===== src/rtl/core/jsu_pkg.sv =====
`timescale 1ns / 1ps
// ----------------------------------------------------------------------------
// jsu_pkg
// Shared types and codes of the JSON string unescaper.
// ----------------------------------------------------------------------------
package jsu_pkg;

	localparam logic [1:0] KIND_DATA  = 2'd0;
	localparam logic [1:0] KIND_END   = 2'd1;
	localparam logic [1:0] KIND_ERROR = 2'd2;

	localparam int unsigned QUEUE_DEPTH = 4;
	localparam int unsigned QPTR_W      = $clog2(QUEUE_DEPTH);

	// One decoded input byte: up to four result bytes, sent in order bytes[0] first.
	typedef struct packed {
		logic [1:0]      kind;
		logic [2:0]      cnt;
		logic [3:0][7:0] bytes;
	} cmd_t;

	typedef struct packed {
		logic push;
		cmd_t cmd;
	} push_t;

	typedef struct packed {
		logic valid;
		cmd_t cmd;
	} head_t;

endpackage


===== src/rtl/core/jsu_text_if.sv =====
`timescale 1ns / 1ps
// ----------------------------------------------------------------------------
// jsu_text_if
// Raw character channel: one JSON character per transfer.
// ----------------------------------------------------------------------------
interface jsu_text_if;
	logic       valid;
	logic       ready;
	logic [7:0] in_byte;

	modport source (output valid, output in_byte, input ready);
	modport sink (input valid, input in_byte, output ready);
endinterface


===== src/rtl/core/jsu_result_if.sv =====
`timescale 1ns / 1ps
// ----------------------------------------------------------------------------
// jsu_result_if
// Result channel: one decoded byte or status per transfer.
// ----------------------------------------------------------------------------
interface jsu_result_if;
	logic       valid;
	logic       ready;
	logic [7:0] out_byte;
	logic [1:0] kind;
	logic       last;

	modport source (output valid, output out_byte, output kind, output last, input ready);
	modport sink (input valid, input out_byte, input kind, input last, output ready);
endinterface


===== src/rtl/core/jsu_front.sv =====
`timescale 1ns / 1ps
// ----------------------------------------------------------------------------
// jsu_front
// Escape decoder: takes one character per cycle unless the queue is full and
// turns it into a result command (0-4 UTF-8 bytes, an end mark or an error).
// ----------------------------------------------------------------------------
module jsu_front (
	input  logic           clk,
	input  logic           arst_n,
	jsu_text_if.sink       text,
	input  logic           q_full,
	output jsu_pkg::push_t wr
);

	localparam logic [2:0] MODE_WAIT     = 3'd0;
	localparam logic [2:0] MODE_OPEN     = 3'd1;
	localparam logic [2:0] MODE_ESC      = 3'd2;
	localparam logic [2:0] MODE_HEX1     = 3'd3;
	localparam logic [2:0] MODE_NEED_BSL = 3'd4;
	localparam logic [2:0] MODE_NEED_U   = 3'd5;
	localparam logic [2:0] MODE_HEX2     = 3'd6;

	logic [2:0]  mode_q, mode_d;
	logic [1:0]  digits_q, digits_d;
	logic [15:0] acc_q, acc_d;
	logic [9:0]  hs_q, hs_d;

	logic        acc_fire;
	logic [7:0]  c;
	logic        hex_ok;
	logic [3:0]  hex_val;
	logic [15:0] v;
	logic [20:0] cp;
	jsu_pkg::cmd_t cmd;

	assign text.ready = !q_full;
	assign acc_fire   = text.valid && text.ready;
	assign c          = text.in_byte;

	always_comb begin
		hex_ok  = 1'b1;
		hex_val = 4'd0;
		if (c >= 8'h30 && c <= 8'h39) begin
			hex_val = 4'(c - 8'h30);
		end else if (c >= 8'h41 && c <= 8'h46) begin
			hex_val = 4'(c - 8'h37);
		end else if (c >= 8'h61 && c <= 8'h66) begin
			hex_val = 4'(c - 8'h57);
		end else begin
			hex_ok = 1'b0;
		end
	end

	assign v  = {acc_q[11:0], hex_val};
	assign cp = {1'b0, hs_q, v[9:0]} + 21'h10000;

	always_comb begin
		mode_d     = mode_q;
		digits_d   = digits_q;
		acc_d      = acc_q;
		hs_d       = hs_q;
		cmd.kind   = jsu_pkg::KIND_DATA;
		cmd.cnt    = 3'd0;
		cmd.bytes  = '0;
		case (mode_q)
			MODE_OPEN: begin
				if (c == 8'h22) begin
					cmd.kind = jsu_pkg::KIND_END;
					cmd.cnt  = 3'd1;
					mode_d   = MODE_WAIT;
				end else if (c == 8'h5c) begin
					mode_d = MODE_ESC;
				end else begin
					cmd.cnt      = 3'd1;
					cmd.bytes[0] = c;
				end
			end
			MODE_ESC: begin
				mode_d  = MODE_OPEN;
				cmd.cnt = 3'd1;
				case (c)
					8'h22, 8'h5c, 8'h2f: cmd.bytes[0] = c;
					8'h62: cmd.bytes[0] = 8'h08;
					8'h66: cmd.bytes[0] = 8'h0c;
					8'h6e: cmd.bytes[0] = 8'h0a;
					8'h72: cmd.bytes[0] = 8'h0d;
					8'h74: cmd.bytes[0] = 8'h09;
					8'h75: begin
						cmd.cnt  = 3'd0;
						mode_d   = MODE_HEX1;
						digits_d = 2'd0;
						acc_d    = '0;
					end
					default: begin
						cmd.kind = jsu_pkg::KIND_ERROR;
						mode_d   = MODE_WAIT;
					end
				endcase
			end
			MODE_HEX1, MODE_HEX2: begin
				if (!hex_ok) begin
					cmd.kind = jsu_pkg::KIND_ERROR;
					cmd.cnt  = 3'd1;
					mode_d   = MODE_WAIT;
				end else if (digits_q != 2'd3) begin
					acc_d    = v;
					digits_d = digits_q + 2'd1;
				end else begin
					acc_d    = '0;
					digits_d = 2'd0;
					mode_d   = MODE_OPEN;
					if (mode_q == MODE_HEX2) begin
						// second half of a pair must be a low surrogate
						if (v[15:10] != 6'b110111) begin
							cmd.kind = jsu_pkg::KIND_ERROR;
							cmd.cnt  = 3'd1;
							mode_d   = MODE_WAIT;
						end else begin
							cmd.cnt      = 3'd4;
							cmd.bytes[0] = {5'b11110, cp[20:18]};
							cmd.bytes[1] = {2'b10, cp[17:12]};
							cmd.bytes[2] = {2'b10, cp[11:6]};
							cmd.bytes[3] = {2'b10, cp[5:0]};
						end
					end else if (v < 16'h0080) begin
						cmd.cnt      = 3'd1;
						cmd.bytes[0] = v[7:0];
					end else if (v <= 16'h07ff) begin
						cmd.cnt      = 3'd2;
						cmd.bytes[0] = {3'b110, v[10:6]};
						cmd.bytes[1] = {2'b10, v[5:0]};
					end else if (v[15:10] == 6'b110110) begin
						hs_d   = v[9:0];
						mode_d = MODE_NEED_BSL;
					end else begin
						cmd.cnt      = 3'd3;
						cmd.bytes[0] = {4'b1110, v[15:12]};
						cmd.bytes[1] = {2'b10, v[11:6]};
						cmd.bytes[2] = {2'b10, v[5:0]};
					end
				end
			end
			MODE_NEED_BSL: begin
				if (c == 8'h5c) begin
					mode_d = MODE_NEED_U;
				end else begin
					cmd.kind = jsu_pkg::KIND_ERROR;
					cmd.cnt  = 3'd1;
					mode_d   = MODE_WAIT;
				end
			end
			MODE_NEED_U: begin
				if (c == 8'h75) begin
					mode_d   = MODE_HEX2;
					digits_d = 2'd0;
					acc_d    = '0;
				end else begin
					cmd.kind = jsu_pkg::KIND_ERROR;
					cmd.cnt  = 3'd1;
					mode_d   = MODE_WAIT;
				end
			end
			default: begin
				// outside a string, everything but the opening quote passes through
				if (c == 8'h22) begin
					mode_d = MODE_OPEN;
				end else begin
					cmd.cnt      = 3'd1;
					cmd.bytes[0] = c;
				end
			end
		endcase
		if (cmd.kind == jsu_pkg::KIND_ERROR) begin
			digits_d = 2'd0;
			acc_d    = '0;
			hs_d     = '0;
		end
	end

	assign wr.push = acc_fire && (cmd.cnt != 3'd0);
	assign wr.cmd  = cmd;

	always_ff @(posedge clk or negedge arst_n) begin
		if (!arst_n) begin
			mode_q   <= MODE_WAIT;
			digits_q <= 2'd0;
			acc_q    <= '0;
			hs_q     <= '0;
		end else if (acc_fire) begin
			mode_q   <= mode_d;
			digits_q <= digits_d;
			acc_q    <= acc_d;
			hs_q     <= hs_d;
		end
	end

endmodule


===== src/rtl/core/jsu_queue.sv =====
`timescale 1ns / 1ps
// ----------------------------------------------------------------------------
// jsu_queue
// Short command queue between the decoder and the byte serializer.
// ----------------------------------------------------------------------------
module jsu_queue (
	input  logic           clk,
	input  logic           arst_n,
	input  jsu_pkg::push_t wr,
	input  logic           pop,
	output logic           full,
	output jsu_pkg::head_t head
);

	jsu_pkg::cmd_t entry_q [jsu_pkg::QUEUE_DEPTH];

	logic [jsu_pkg::QPTR_W-1:0] wptr_q;
	logic [jsu_pkg::QPTR_W-1:0] rptr_q;
	logic [jsu_pkg::QPTR_W:0]   level_q;
	logic                       do_pop;

	assign full       = (level_q == (jsu_pkg::QPTR_W+1)'(jsu_pkg::QUEUE_DEPTH));
	assign head.valid = (level_q != '0);
	assign head.cmd   = entry_q[rptr_q];
	assign do_pop     = pop && head.valid;

	always_ff @(posedge clk) begin
		if (wr.push) begin
			entry_q[wptr_q] <= wr.cmd;
		end
	end

	always_ff @(posedge clk or negedge arst_n) begin
		if (!arst_n) begin
			wptr_q  <= '0;
			rptr_q  <= '0;
			level_q <= '0;
		end else begin
			if (wr.push) begin
				wptr_q <= wptr_q + (jsu_pkg::QPTR_W)'(1);
			end
			if (do_pop) begin
				rptr_q <= rptr_q + (jsu_pkg::QPTR_W)'(1);
			end
			case ({wr.push, do_pop})
				2'b10:   level_q <= level_q + (jsu_pkg::QPTR_W+1)'(1);
				2'b01:   level_q <= level_q - (jsu_pkg::QPTR_W+1)'(1);
				default: level_q <= level_q;
			endcase
		end
	end

endmodule


===== src/rtl/core/jsu_back.sv =====
`timescale 1ns / 1ps
// ----------------------------------------------------------------------------
// jsu_back
// Byte serializer: sends the head command one byte per transfer through an
// output register and retires it after its last byte.
// ----------------------------------------------------------------------------
module jsu_back (
	input  logic           clk,
	input  logic           arst_n,
	input  jsu_pkg::head_t head,
	output logic           pop,
	jsu_result_if.source   result
);

	logic       valid_q;
	logic [7:0] byte_q;
	logic [1:0] kind_q;
	logic       last_q;
	logic [1:0] idx_q;
	logic       load;
	logic       at_last;

	assign load    = head.valid && (!valid_q || result.ready);
	assign at_last = ({1'b0, idx_q} == (head.cmd.cnt - 3'd1));
	assign pop     = load && at_last;

	assign result.valid    = valid_q;
	assign result.out_byte = byte_q;
	assign result.kind     = kind_q;
	assign result.last     = last_q;

	always_ff @(posedge clk) begin
		if (load) begin
			byte_q <= head.cmd.bytes[idx_q];
			kind_q <= head.cmd.kind;
			last_q <= at_last;
		end
	end

	always_ff @(posedge clk or negedge arst_n) begin
		if (!arst_n) begin
			valid_q <= 1'b0;
			idx_q   <= 2'd0;
		end else begin
			if (load) begin
				valid_q <= 1'b1;
				idx_q   <= at_last ? 2'd0 : idx_q + 2'd1;
			end else if (result.ready) begin
				valid_q <= 1'b0;
			end
		end
	end

endmodule


===== src/rtl/core/json_string_unescaper_utf8.sv =====
`timescale 1ns / 1ps
// ----------------------------------------------------------------------------
// json_string_unescaper_utf8
// JSON string unescaper with UTF-8 output.
// ----------------------------------------------------------------------------
// The block takes one raw character per cycle on text while the queue has
// room and gives the unescaped string as UTF-8 bytes on result, one byte per
// transfer, with last set on the final result of each character. A character
// gives zero to four results; the result side sends one per cycle while result
// is ready, so a run of characters that each give one result flows at one
// character per cycle, while \u escapes that expand to two to four bytes hold
// the input back only when the four-entry command queue between decoder and
// serializer fills. The first result of a character passes through the command
// queue, written at the transfer, and then the output register.
// ----------------------------------------------------------------------------
module json_string_unescaper_utf8 (
	input  logic         clk,
	input  logic         arst_n,
	jsu_text_if.sink     text,
	jsu_result_if.source result
);

	jsu_pkg::push_t wr;
	jsu_pkg::head_t head;
	logic           q_full;
	logic           pop;

	jsu_front u_front (
		.clk    (clk),
		.arst_n (arst_n),
		.text   (text),
		.q_full (q_full),
		.wr     (wr)
	);

	jsu_queue u_queue (
		.clk    (clk),
		.arst_n (arst_n),
		.wr     (wr),
		.pop    (pop),
		.full   (q_full),
		.head   (head)
	);

	jsu_back u_back (
		.clk    (clk),
		.arst_n (arst_n),
		.head   (head),
		.pop    (pop),
		.result (result)
	);

	// queued commands always carry at least one byte, status marks exactly one
	a_head_nonempty: assert property (@(posedge clk) disable iff (!arst_n)
		head.valid |-> head.cmd.cnt != 3'd0 && head.cmd.cnt <= 3'd4)
		else $error("queued command without results");

	a_status_single: assert property (@(posedge clk) disable iff (!arst_n)
		head.valid && head.cmd.kind != jsu_pkg::KIND_DATA |-> head.cmd.cnt == 3'd1)
		else $error("status command with more than one result");

	a_status_last: assert property (@(posedge clk) disable iff (!arst_n)
		result.valid && result.kind != jsu_pkg::KIND_DATA |-> result.last)
		else $error("status result not marked last");

	a_no_push_full: assert property (@(posedge clk) disable iff (!arst_n)
		q_full && !pop |-> !wr.push)
		else $error("push into full queue");

endmodule


===== src/flat_wrapper.sv =====
// flat-port wrapper written by rule: the top's interface ports become plain ports
module json_string_unescaper_utf8_flat 
  (clk, arst_n, text_valid, text_in_byte, text_ready, result_valid, result_out_byte, result_kind, result_last, result_ready);
  jsu_text_if text_i ();
  jsu_result_if result_i ();
  input  logic clk;
  input  logic arst_n;
  input wire logic [$bits(text_i.valid)-1:0] text_valid;
  input wire logic [$bits(text_i.in_byte)-1:0] text_in_byte;
  output wire logic [$bits(text_i.ready)-1:0] text_ready;
  output wire logic [$bits(result_i.valid)-1:0] result_valid;
  output wire logic [$bits(result_i.out_byte)-1:0] result_out_byte;
  output wire logic [$bits(result_i.kind)-1:0] result_kind;
  output wire logic [$bits(result_i.last)-1:0] result_last;
  input wire logic [$bits(result_i.ready)-1:0] result_ready;
  assign text_i.valid = text_valid;
  assign text_i.in_byte = text_in_byte;
  assign text_ready = text_i.ready;
  assign result_valid = result_i.valid;
  assign result_out_byte = result_i.out_byte;
  assign result_kind = result_i.kind;
  assign result_last = result_i.last;
  assign result_i.ready = result_ready;
  json_string_unescaper_utf8 u_core (.clk(clk), .arst_n(arst_n), .text(text_i), .result(result_i));
endmodule

===== config.mk =====
export PLATFORM = sky130hd
export DESIGN_NAME = json_string_unescaper_utf8_flat
export DESIGN_NICKNAME = d
export VERILOG_FILES = /design/src/rtl/core/jsu_pkg.sv /design/src/rtl/core/jsu_text_if.sv /design/src/rtl/core/jsu_result_if.sv /design/src/rtl/core/jsu_front.sv /design/src/rtl/core/jsu_queue.sv /design/src/rtl/core/jsu_back.sv /design/src/rtl/core/json_string_unescaper_utf8.sv /design/src/flat_wrapper.sv
export SDC_FILE = /design/constraint.sdc
export NUM_CORES = 1
export LEC_CHECK = 0
export ABC_AREA = 1
export BUFFER_PORTS_ARGS = -buffer_cell sky130_fd_sc_hd__buf_2
export CAP_MARGIN = 20
export CORE_ASPECT_RATIO = 1.25
export CORE_MARGIN = 2
export CORE_UTILIZATION = 35
export CTS_BUF_LIST = sky130_fd_sc_hd__clkbuf_4
export CTS_CLUSTER_DIAMETER = 200
export DETAILED_ROUTE_END_ITERATION = 10
export GPL_ROUTABILITY_DRIVEN = 0
export SKIP_LAST_GASP = 1
export SYNTH_ARGS = -nofsm -noshare
export SYNTH_HDL_FRONTEND = slang
export SYNTH_SLANG_ARGS = --single-unit

===== constraint.sdc =====
create_clock -name clk -period 6.1 [get_ports clk]
set_input_delay 1.22 -clock clk [delete_from_list [all_inputs] [get_ports clk]]
set_output_delay 1.22 -clock clk [all_outputs]
set_load 0.01 [all_outputs]

==> out/results.ini, run 1 <==
[run_status]
status=finished clean

[worst_setup_path]
cpMostUsedCell=inv_1
critPathKind=register to register
cp.arrival_ps=4380
start_kind=register
crit_path_end=u_core.u_queue.level_q[2]
reg2reg_from=u_core.u_queue.rptr_q[1]
critPathBufInv=5
crit_slowest_cell=inv_1
worstPathCellList=buf_4 -> inv_1 -> buf_4 -> a21oi_1 -> a32o_1 -> ha_1 -> xor2_1 -> nand2_1 -> nor2_1 -> nand2_1 -> inv_1 -> ha_1 -> inv_1 -> fa_1 -> a21oi_1 -> o21ai_0 -> xor2_1
ff2ff_path_depth=17
critPathMaxFanout=35
cp.depth=17
cp_top_family=buffers and inverters
crit_start=u_core.u_queue.rptr_q[1]
cp.required_ps=6550
rrSetupSlack_ps=2180
r2r-end=u_core.u_queue.level_q[2]
crit_path_max_incr_delay_ps=550
endpoint_kind=register

[clock_network]
cts_tree=built
clockBufferDepth=2
clkTransAtPathRegs_ps=160
cts_root_buffer=clkbuf_4
cts_buffers=17
cts_max_level=4
clkLatencyLatePin_ps=560
ctsResizeCount=0
cts.sinks=184
cts_hold_buf=0
post_cts_buffers=0

[logic_synthesis]
ys_types=42
ys_ff_latch=184
synthAdderAreaFrac=0.0191
syn_area_per_cell_um2=9.82
synth_largest_area_cell=edfxtp_1
syn_nets=932
synth_top_family_by_area=simple AND/OR/NAND/NOR gates
netlist_top_cells_area=edfxtp_1 (50%), dfrtp_1 (10%), nand2_1 (7.2%)
synth_top_area_frac=0.495
yosys.area_share.simple=0.209
synth_most_common_cell=nand2_1
synth_common_cells=nand2_1 (172), edfxtp_1 (147), nor2_1 (129), o21ai_0 (88), inv_1 (66)
synth.mux.area_fraction=0
ys_warn_count=0
async_reset_ff_frac=0.201
synthFlopType=edfxtp_1
synth_cells=907
syn_area_mm2=0.00891
synth_edf_count=147
synth_compound_gate_area_share=0.113
yosys.area_share.xor_xnor=0.00786
ys_seq_area_frac=0.599

[placement]
place_hpwl_um=14400
dp.cells=1235
port_buffers=24

[sta]
fin_crit_sh=0.643
fmax_mhz=255
tns_ps=0
finalCriticalPeriod_ps=3920
finalHoldViolations=0
tightest_slew_ps=911
slew_headroom=0.393
rsz0062_at_grt=false
setup_viol=0
fin_skew_ps=25.4
finalMaxSlewViolations=0
whs_ps=489

[global_route]
grt_pass1_vias=6418
gr-total-overflow=0
grt_max_degree=70
grt_pass1_wl_um=34500
grt_usage=0.166
antenna_found_initial=1

[finish]
layout.cells.non_filler=1272
syn_to_final_growth_pct=9.87
nNetsFinal=948
drive_above_1_share=0.126
fin_util=0.390

[power_and_ir_drop]
fin_total_pwr_mw=2.30
ir_drop_uv=112
cellPowerDensity_mw_per_mm2=235
power_leakage_nw=3.59

[job]
maxCapViolCount=0

[detailed_routing]
final_antenna_net_count=0
viasPerCell=5.19
wirelength_um=21700
post_drt_wl_per_cell_um=17.0
firstDrtPassIters=6
vias=6604
drt_iter0_drc=635
drc=0

[die]
fp.coreArea_mm2=0.0251
ios=25
die_y_um=182
rows=65
die_x_um=147
dieArea_mm2=0.0268
floorplan.initialDensity=0.355

[hold_path]
hold_class=register to register

[layout make-up]
class,count,area [um^2]
Clock buffer,17,128
Tap cell,335,419
Fill cell,2434,15300
Multi-Input combinational cell,608,3150
Inverter,76,285
Sequential cell,184,5340
Antenna cell,1,2.50
Timing Repair Buffer,36,275
Clock inverter,15,193
[sequential cells by signal (all words and copies together), names as in the netlist, 3 cells and up]
| signal | flops |
|---|---|
| u_core.u_front.mode_q | 3 |
| u_core.u_queue.entry_q | 136 |
| u_core.u_front.acc_q | 12 |
| u_core.u_front.hs_q | 10 |
| u_core.u_back.result.out_byte | 8 |
| u_core.u_queue.level_q | 3 |
[layer usage]
| layer | vias to the layer above | global-route usage | wire (um) |
|---|---|---|---|
| met5 | - | 0 | 0 |
| met1 | 3191 | 0.209 | 9360 |
| met4 | 0 | 0.0610 | 607 |
| li1 | 3182 | - | - |
| met3 | 40 | 0.0270 | 834 |
| met2 | 191 | 0.288 | 10900 |
[worst reg2reg max path, cell delays in order (launching register included)]
cell and delay [ps]:
dfrtp_1 390, buf_4 260, inv_1 570, buf_4 360, a21oi_1 70, a32o_1 280, ha_1 300, xor2_1 150
nand2_1 70, nor2_1 150, nand2_1 110, inv_1 130, ha_1 160, inv_1 70, fa_1 380, a21oi_1 140
o21ai_0 110, xor2_1 150
[logic make-up (layout without fill, tap and decap cells)]
family	count (synthesis)	after routing
and+or+nand+nor	418	418
buffers and inverters	115	144
adders and majority gates	13	13
xor gates and xnor gates	8	8
AOI/OAI and AO/OA	169	169
other	0	1
DFF	184	184
[stage by stage]
step | worst slack (ps) | instance area, um^2
finish | 2180 | 9790
global route | 1800 | 9790
CTS | 2160 | 9690
detailed placement | 1720 | 9370
global placement | 1820 | 9370
floorplan | 1690 | 8910
[report_power, final]
| group | switching, mW | total [mW] | internal [mW] |
|---|---|---|---|
| Clock | 0.440 | 0.735 | 0.295 |
| Combinational | 0.108 | 0.162 | 0.0544 |
| Sequential | 0.0283 | 1.40 | 1.38 |
| Total | 0.576 | 2.30 | 1.72 |
[how the worst min path moves through the flow]
stage	slack, ps	startpoint	cells after the start	end
2_1_floorplan	440	u_core.u_front.hs_q[2]	2	u_core.u_front.hs_q[2]
3_3_place_gp	460	u_core.u_front.hs_q[3]	2	u_core.u_front.hs_q[3]
3_5_place_dp	460	u_core.u_front.hs_q[0]	2	u_core.u_front.hs_q[0]
4_1_cts	500	u_core.u_queue.level_q[0]	1	u_core.u_queue.level_q[0]
5_1_grt	510	u_core.u_queue.level_q[0]	1	u_core.u_queue.level_q[0]
6_report	490	u_core.u_queue.level_q[0]	1	u_core.u_queue.level_q[0]
[layout by cell type (no fill, tap or decap), types with 12 or more instances in the layout]
master      n
o211ai_1   12
nand2_2    12
nor2_1    125
nor3_1     17
o21ai_0    88
o221ai_1   18
nand2_1   172
a21oi_1    16
nand3_1    39
dfrtp_1    36
ha_1       12
inv_1      65
nand4_1    26
o22ai_1    18
edfxtp_1  147
buf_2      24
clkbuf_4   17
(Power assumes the default switching activity.)
==> run 2: changes to the inputs <==
ABC_AREA = 0   (was 1)
clock period = 3.85 ns   (was 6.1 ns; I/O delays follow)
==> out/results.ini, run 2 <==
[placement]
port_buffers=24  ; unchanged
place_hpwl_um=13200  ; -8.2%

[sta]
finalHoldViolations=0  ; unchanged
fmax_mhz=295  ; +16%
setup_viol=0  ; unchanged
rsz0062_at_grt=false
tightest_slew_ps=878  ; -33.0 ps
slew_headroom=0.415  ; +0.0220
finalCriticalPeriod_ps=3390  ; -528 ps
finalMaxSlewViolations=0  ; unchanged
fin_crit_sh=0.881  ; +0.239
fin_skew_ps=19.5  ; -5.91 ps
tns_ps=0  ; unchanged

[global_route]
gr-total-overflow=0  ; unchanged
antenna_found_initial=1  ; unchanged
grt_max_degree=38  ; -46%
grt_pass1_vias=5430  ; -15%
grt_pass1_wl_um=30300  ; -12%
grt_usage=0.158  ; -0.00773

[finish]
nNetsFinal=632  ; -33%
syn_to_final_growth_pct=11.0
drive_above_1_share=0.223  ; +0.0965
biggestRegsByFlops=u_core.u_queue.entry_q x136, u_core.u_front.acc_q x12, u_core.u_front.hs_q x10
fillers=2189  ; -10%
final_cell_mix=edfxtp_1 (147), mux4_2 (38), nor2_1 (36), dfrtp_1 (36), nand2_1 (26)
largest_register_ffs=136  ; unchanged
seqCellArea_mm2=0.00534  ; unchanged
fin_util=0.397  ; +0.00712
final_common_cell=edfxtp_1
largest_register=u_core.u_queue.entry_q
multiInputGateArea_mm2=0.00292  ; -7.3%

[worst_setup_path]
crit_slowest_cell=nor4_2
start_kind=register
critPathMaxFanout=11  ; -69%
crit_path_max_incr_delay_ps=590  ; +40 ps
endpoint_kind=register
cp_top_family=simple AND/OR/NAND/NOR gates
cp.arrival_ps=3880  ; -500 ps
cp.required_ps=4340  ; -2210 ps
worstPathCellList=nor4_2 -> nor3b_4 -> o31ai_1 -> a221oi_1 -> a21oi_2 -> inv_1 -> ha_1 -> inv_1 -> fa_1 -> xor2_1 -> nor2_1 -> xor2_1
rrSetupSlack_ps=460  ; -1720 ps
critPathBufInv=2  ; -3
critPathKind=register to register

[logic_synthesis]
netlist_top_cells_area=edfxtp_1 (52%), dfrtp_1 (11%), mux4_2 (10%)
synth.mux.area_fraction=0.110  ; +0.110
async_reset_ff_frac=0.201  ; unchanged
synthFlopType=edfxtp_1
ys_types=73  ; +74%
synthAdderAreaFrac=0.0201  ; +0.000969
synth_most_common_cell=edfxtp_1
synth_cells=571  ; -37%
syn_area_per_cell_um2=14.9  ; +51%
ys_ff_latch=184  ; unchanged
ys_warn_count=0  ; unchanged
synth_top_area_frac=0.521  ; +0.0251
synth_compound_gate_area_share=0.117  ; +0.00382
syn_nets=596  ; -36%
yosys.area_share.simple=0.0834  ; -0.126
yosys.area_share.xor_xnor=0.0134  ; +0.00556
synth_edf_count=147  ; unchanged
synth_largest_area_cell=edfxtp_1
synth_common_cells=edfxtp_1 (147), mux4_2 (38), dfrtp_1 (37), nor2_1 (36), nand2_1 (26)
synth_top_family_by_area=compound AO/OA/AOI/OAI gates
syn_area_mm2=0.00848  ; -4.8%
ys_seq_area_frac=0.630  ; +0.0304

[clock_network]
cts_hold_buf=0  ; unchanged
cts_buffers=17  ; unchanged
clkTransAtPathRegs_ps=140  ; -20 ps
post_cts_buffers=0  ; unchanged
cts_max_level=4  ; unchanged
cts_tree=built
cts.sinks=184  ; unchanged
ctsResizeCount=0  ; unchanged
clkLatencyLatePin_ps=560  ; about the same
cts_root_buffer=clkbuf_4
clockBufferDepth=2  ; unchanged

[die]
die_y_um=178  ; -2.4%
die_x_um=143  ; -2.4%
ios=25  ; unchanged
dieArea_mm2=0.0255  ; -4.7%
rows=63  ; -3.1%
fp.coreArea_mm2=0.0237  ; -5.6%
floorplan.initialDensity=0.357  ; +0.00284

[power_and_ir_drop]
p_sw_mw=1.82  ; +220%
p_int_mw=4.03  ; +130%
pwr-share-clk=0.190  ; -0.130
cellPowerDensity_mw_per_mm2=621  ; +160%
ir_drop_uv=280  ; +150%
p_sw_frac=0.311  ; +0.0608
power_leakage_nw=3.32  ; -7.4%
fin_total_pwr_mw=5.85  ; +150%
p_seq_frac=0.491  ; -0.119
pwr-share-comb=0.319  ; +0.248

[detailed_routing]
viasPerCell=5.44  ; +4.8%
final_antenna_net_count=0  ; unchanged
drt_iter0_drc=602  ; -5.2%
firstDrtPassIters=5  ; -1
drc=0  ; unchanged
vias=5148  ; -22%
post_drt_wl_per_cell_um=20.2  ; +19%
wirelength_um=19100  ; -12%

[job]
maxCapViolCount=0  ; unchanged

[hold_path]
hold_class=input port to asynchronous set/reset pin

[run_status]
status=finished clean

==> run 2: logic make-up (layout without fill, tap and decap cells) <==
family | count (synthesis) | after routing
XOR/XNOR | 13 | 13
other | 0 | 1
AO/OA/AOI/OAI | 133 | 133
AND/OR/NAND/NOR | 129 | 129
multiplexers | 45 | 45
adder cells (fa/ha/maj) | 13 | 13
buffers and inverters | 54 | 103
flip-flops | 184 | 184
==> run 2: stage by stage <==
step / cell area [um^2] / setup slack, ps / cells / hold slack (ps)
final: 9410 / 456 / 946 / 322
after floorplan: 8480 / 169 / 571 / 457
after global placement: 9100 / 209 / 913 / 474
after CTS: 9410 / 477 / 945 / 292
after global routing: 9410 / 244 / 946 / 307
after detailed placement: 9100 / 142 / 913 / 487
==> run 2: power by group through the flow <==
stage,combinational [mW],sequential [mW],clock (mW)
after detailed placement,1.91,2.93,0
final,1.87,2.87,1.11
after global placement,1.88,2.90,0
after global routing,2.05,2.92,1.23
after floorplan,1.35,2.83,0
after CTS,1.92,2.88,1.15
==> run 2: worst paths after layout <==
| path | start | endpoint | cells after the start |
|---|---|---|---|
| max | u_core.u_front.acc_q[6] | u_core.u_queue.level_q[2] | 12 |
| min | arst_n | u_core.u_queue.wptr_q[0] | 1 |
| max reg2reg | u_core.u_front.acc_q[6] | u_core.u_queue.level_q[2] | 12 |
| min reg2reg | u_core.u_queue.level_q[2] | u_core.u_queue.level_q[2] | 1 |
| max in group asynchronous | arst_n | u_core.u_queue.rptr_q[0] | 1 |
| min in group clk | result_ready | u_core.u_back.result.valid | 2 |
==> run 2: cell type report <==
class,instances,share of cell area
flip-flops and latches,184,0.568
clock inverters,11,0.0161
repair buffers,48,0.0372
clock buffers,21,0.0168
well taps,325,0.0432
multi-input cells,333,0.310
inverters,23,0.00917
diodes,1,0.000266
==> run 2: metal layers <==
metal,vias to the layer above,global-route usage,routed length [um]
li1,2344,-,-
met1,2636,0.186,7770
met2,138,0.284,10200
met3,30,0.0311,655
met4,0,0.0605,521
met5,-,0,0
==> run 3: changes to the inputs <==
CORE_MARGIN = 10   (was 2)
==> out/results.ini, run 3 (synthesized netlist as in run 2, its figures left out) <==
[clock_network]
cts_max_level=4  ; unchanged
clkLatencyLatePin_ps=570  ; about the same
cts_buffers=17  ; unchanged
cts_hold_buf=0  ; unchanged
cts_tree=built
clkTransAtPathRegs_ps=140  ; about the same
post_cts_buffers=0  ; unchanged
clockBufferDepth=2  ; unchanged
ctsResizeCount=0  ; unchanged
cts_root_buffer=clkbuf_4
cts.sinks=184  ; unchanged

[detailed_routing]
routed-wl-met2_um=10100  ; -0.75%
met1_length_um=7670  ; -1.3%
final_antenna_net_count=0  ; unchanged
wirelength_um=19100  ; about the same
firstDrtPassIters=7  ; +2
drc=0  ; unchanged
post_drt_wl_per_cell_um=20.2  ; +0.12%
wl_met3_um=719  ; +9.8%
viasPerCell=5.43  ; -0.22%
highest_layer=met4
drt_iter0_drc=460  ; -24%
vias=5131  ; -0.33%

[run_status]
status=finished clean

[placement]
placed_cell_area_mm2=0.00909  ; about the same
dp_worst_setup_slack_ps=106  ; -35.8 ps
dp.cells=912  ; -0.11%
port_buffers=24  ; unchanged
place_hpwl_um=13100  ; -0.97%

[finish]
layout.cells.non_filler=945  ; -0.11%
nNetsFinal=631  ; -0.16%
syn_to_final_growth_pct=11.7
biggestRegsByFlops=u_core.u_queue.entry_q x136, u_core.u_front.acc_q x12, u_core.u_front.hs_q x10
largest_register=u_core.u_queue.entry_q
drive_above_1_share=0.221  ; -0.00126
final_common_cell=edfxtp_1
final_cell_mix=edfxtp_1 (147), mux4_2 (38), nor2_1 (36), dfrtp_1 (36), nand2_1 (26)
largest_register_ffs=136  ; unchanged
fin_util=0.398  ; +0.00121
postLayoutCellArea_mm2=0.00947  ; +0.64%

[die]
die_y_um=194  ; +9.0%
die_x_um=159  ; +11%
floorplan.initialDensity=0.356  ; -0.00118
ios=25  ; unchanged
dieArea_mm2=0.0309  ; +21%
rows=63  ; unchanged
fp.coreArea_mm2=0.0238  ; +0.33%

[global_route]
grt_max_degree=38  ; unchanged
grt_pass1_wl_um=30200  ; about the same
grt_pass1_vias=5214  ; -4.0%
gr-total-overflow=0  ; unchanged
antenna_found_initial=1  ; unchanged
grt_usage=0.125  ; -0.0335

[sta]
fin_crit_sh=0.859  ; -0.0229
finalCriticalPeriod_ps=3310  ; -88.0 ps
slew_headroom=0.431  ; +0.0165
setup_viol=0  ; unchanged
fin_ws_ps=544  ; +88.0 ps
fin_skew_ps=28.1  ; +8.57 ps
finalHoldViolations=0  ; unchanged
tightest_slew_ps=853  ; -24.8 ps
tns_ps=0  ; unchanged
whs_ps=286  ; -35.9 ps
fmax_mhz=303  ; +2.7%
rsz0062_at_grt=false
finalMaxSlewViolations=0  ; unchanged

[power_and_ir_drop]
ir_drop_uv=277  ; -0.88%
power_leakage_nw=3.35  ; +0.70%
cellPowerDensity_mw_per_mm2=637  ; +2.5%
fin_total_pwr_mw=6.03  ; +3.2%

[worst_setup_path]
endpoint_kind=register
worstPathCellList=mux4_2 -> inv_1 -> ha_1 -> xnor2_1 -> nor3_1 -> buf_4 -> and2_1 -> ha_1 -> inv_1 -> fa_1 -> xor2_1 -> nor2_1 -> xor2_1
cp.arrival_ps=3810  ; -70 ps
crit_path_max_incr_delay_ps=580  ; about the same
critPathMaxFanout=7  ; -4
cp.required_ps=4350  ; about the same
cp_top_family=adder cells
crit_slowest_cell=mux4_2
critPathBufInv=3  ; +1
start_kind=register
critPathKind=register to register

[hold_path]
hold_class=input port to asynchronous set/reset pin

[job]
maxCapViolCount=0  ; unchanged

run 3: cell count changes in the layout (fill, tap and decap cells not counted), sizes merged:
cell / before / now
clkinv: 5 / 2
bufinv: 3 / 6
inv: 24 / 27
buf: 48 / 47
clkbuf: 21 / 18
run 3: cell type report:
| class | instances | area, um^2 |
|---|---|---|
| Timing Repair Buffer | 47 | 343 |
| Clock inverter | 14 | 241 |
| Antenna cell | 1 | 2.50 |
| Multi-Input combinational cell | 333 | 2920 |
| Inverter | 23 | 86.3 |
| Clock buffer | 18 | 135 |
| Sequential cell | 184 | 5340 |
| Fill cell | 2264 | 14300 |
| Tap cell | 325 | 407 |
run 3: worst register-to-register path, cell delays in order (launching register included):
cell and delay, ps:
dfrtp_2 520, mux4_2 580, inv_1 80, ha_1 230, xnor2_1 130, nor3_1 210
buf_4 170, and2_1 240, ha_1 230, inv_1 60, fa_1 370, xor2_1 150
nor2_1 140, xor2_1 150
run 3: path summary, 6_finish.rpt:
| check | start | to | slack (ps) | cells after the start |
|---|---|---|---|---|
| min | arst_n | u_core.u_back.result.valid | 290 | 1 |
| max reg2reg | u_core.u_queue.rptr_q[0] | u_core.u_queue.level_q[2] | 540 | 13 |
| max | u_core.u_queue.rptr_q[0] | u_core.u_queue.level_q[2] | 540 | 13 |
| min reg2reg | u_core.u_queue.level_q[2] | u_core.u_queue.level_q[2] | 510 | 1 |
| max in group asynchronous | arst_n | u_core.u_queue.rptr_q[0] | 2960 | 1 |
| min in group clk | result_ready | u_core.u_back.result.valid | 380 | 2 |
run 3: layer usage:
layer	track usage	up-vias
li1	-	2354
met1	0.148	2590
met2	0.217	158
met3	0.0187	29
met4	0.0603	0
met5	0	-
run 3: power breakdown:
group          leakage (nW)  internal, mW  switching, mW
registers              1.86          2.65          0.213
clock network         0.193         0.660          0.653
logic                  1.29         0.874          0.979
total                  3.35          4.19           1.85
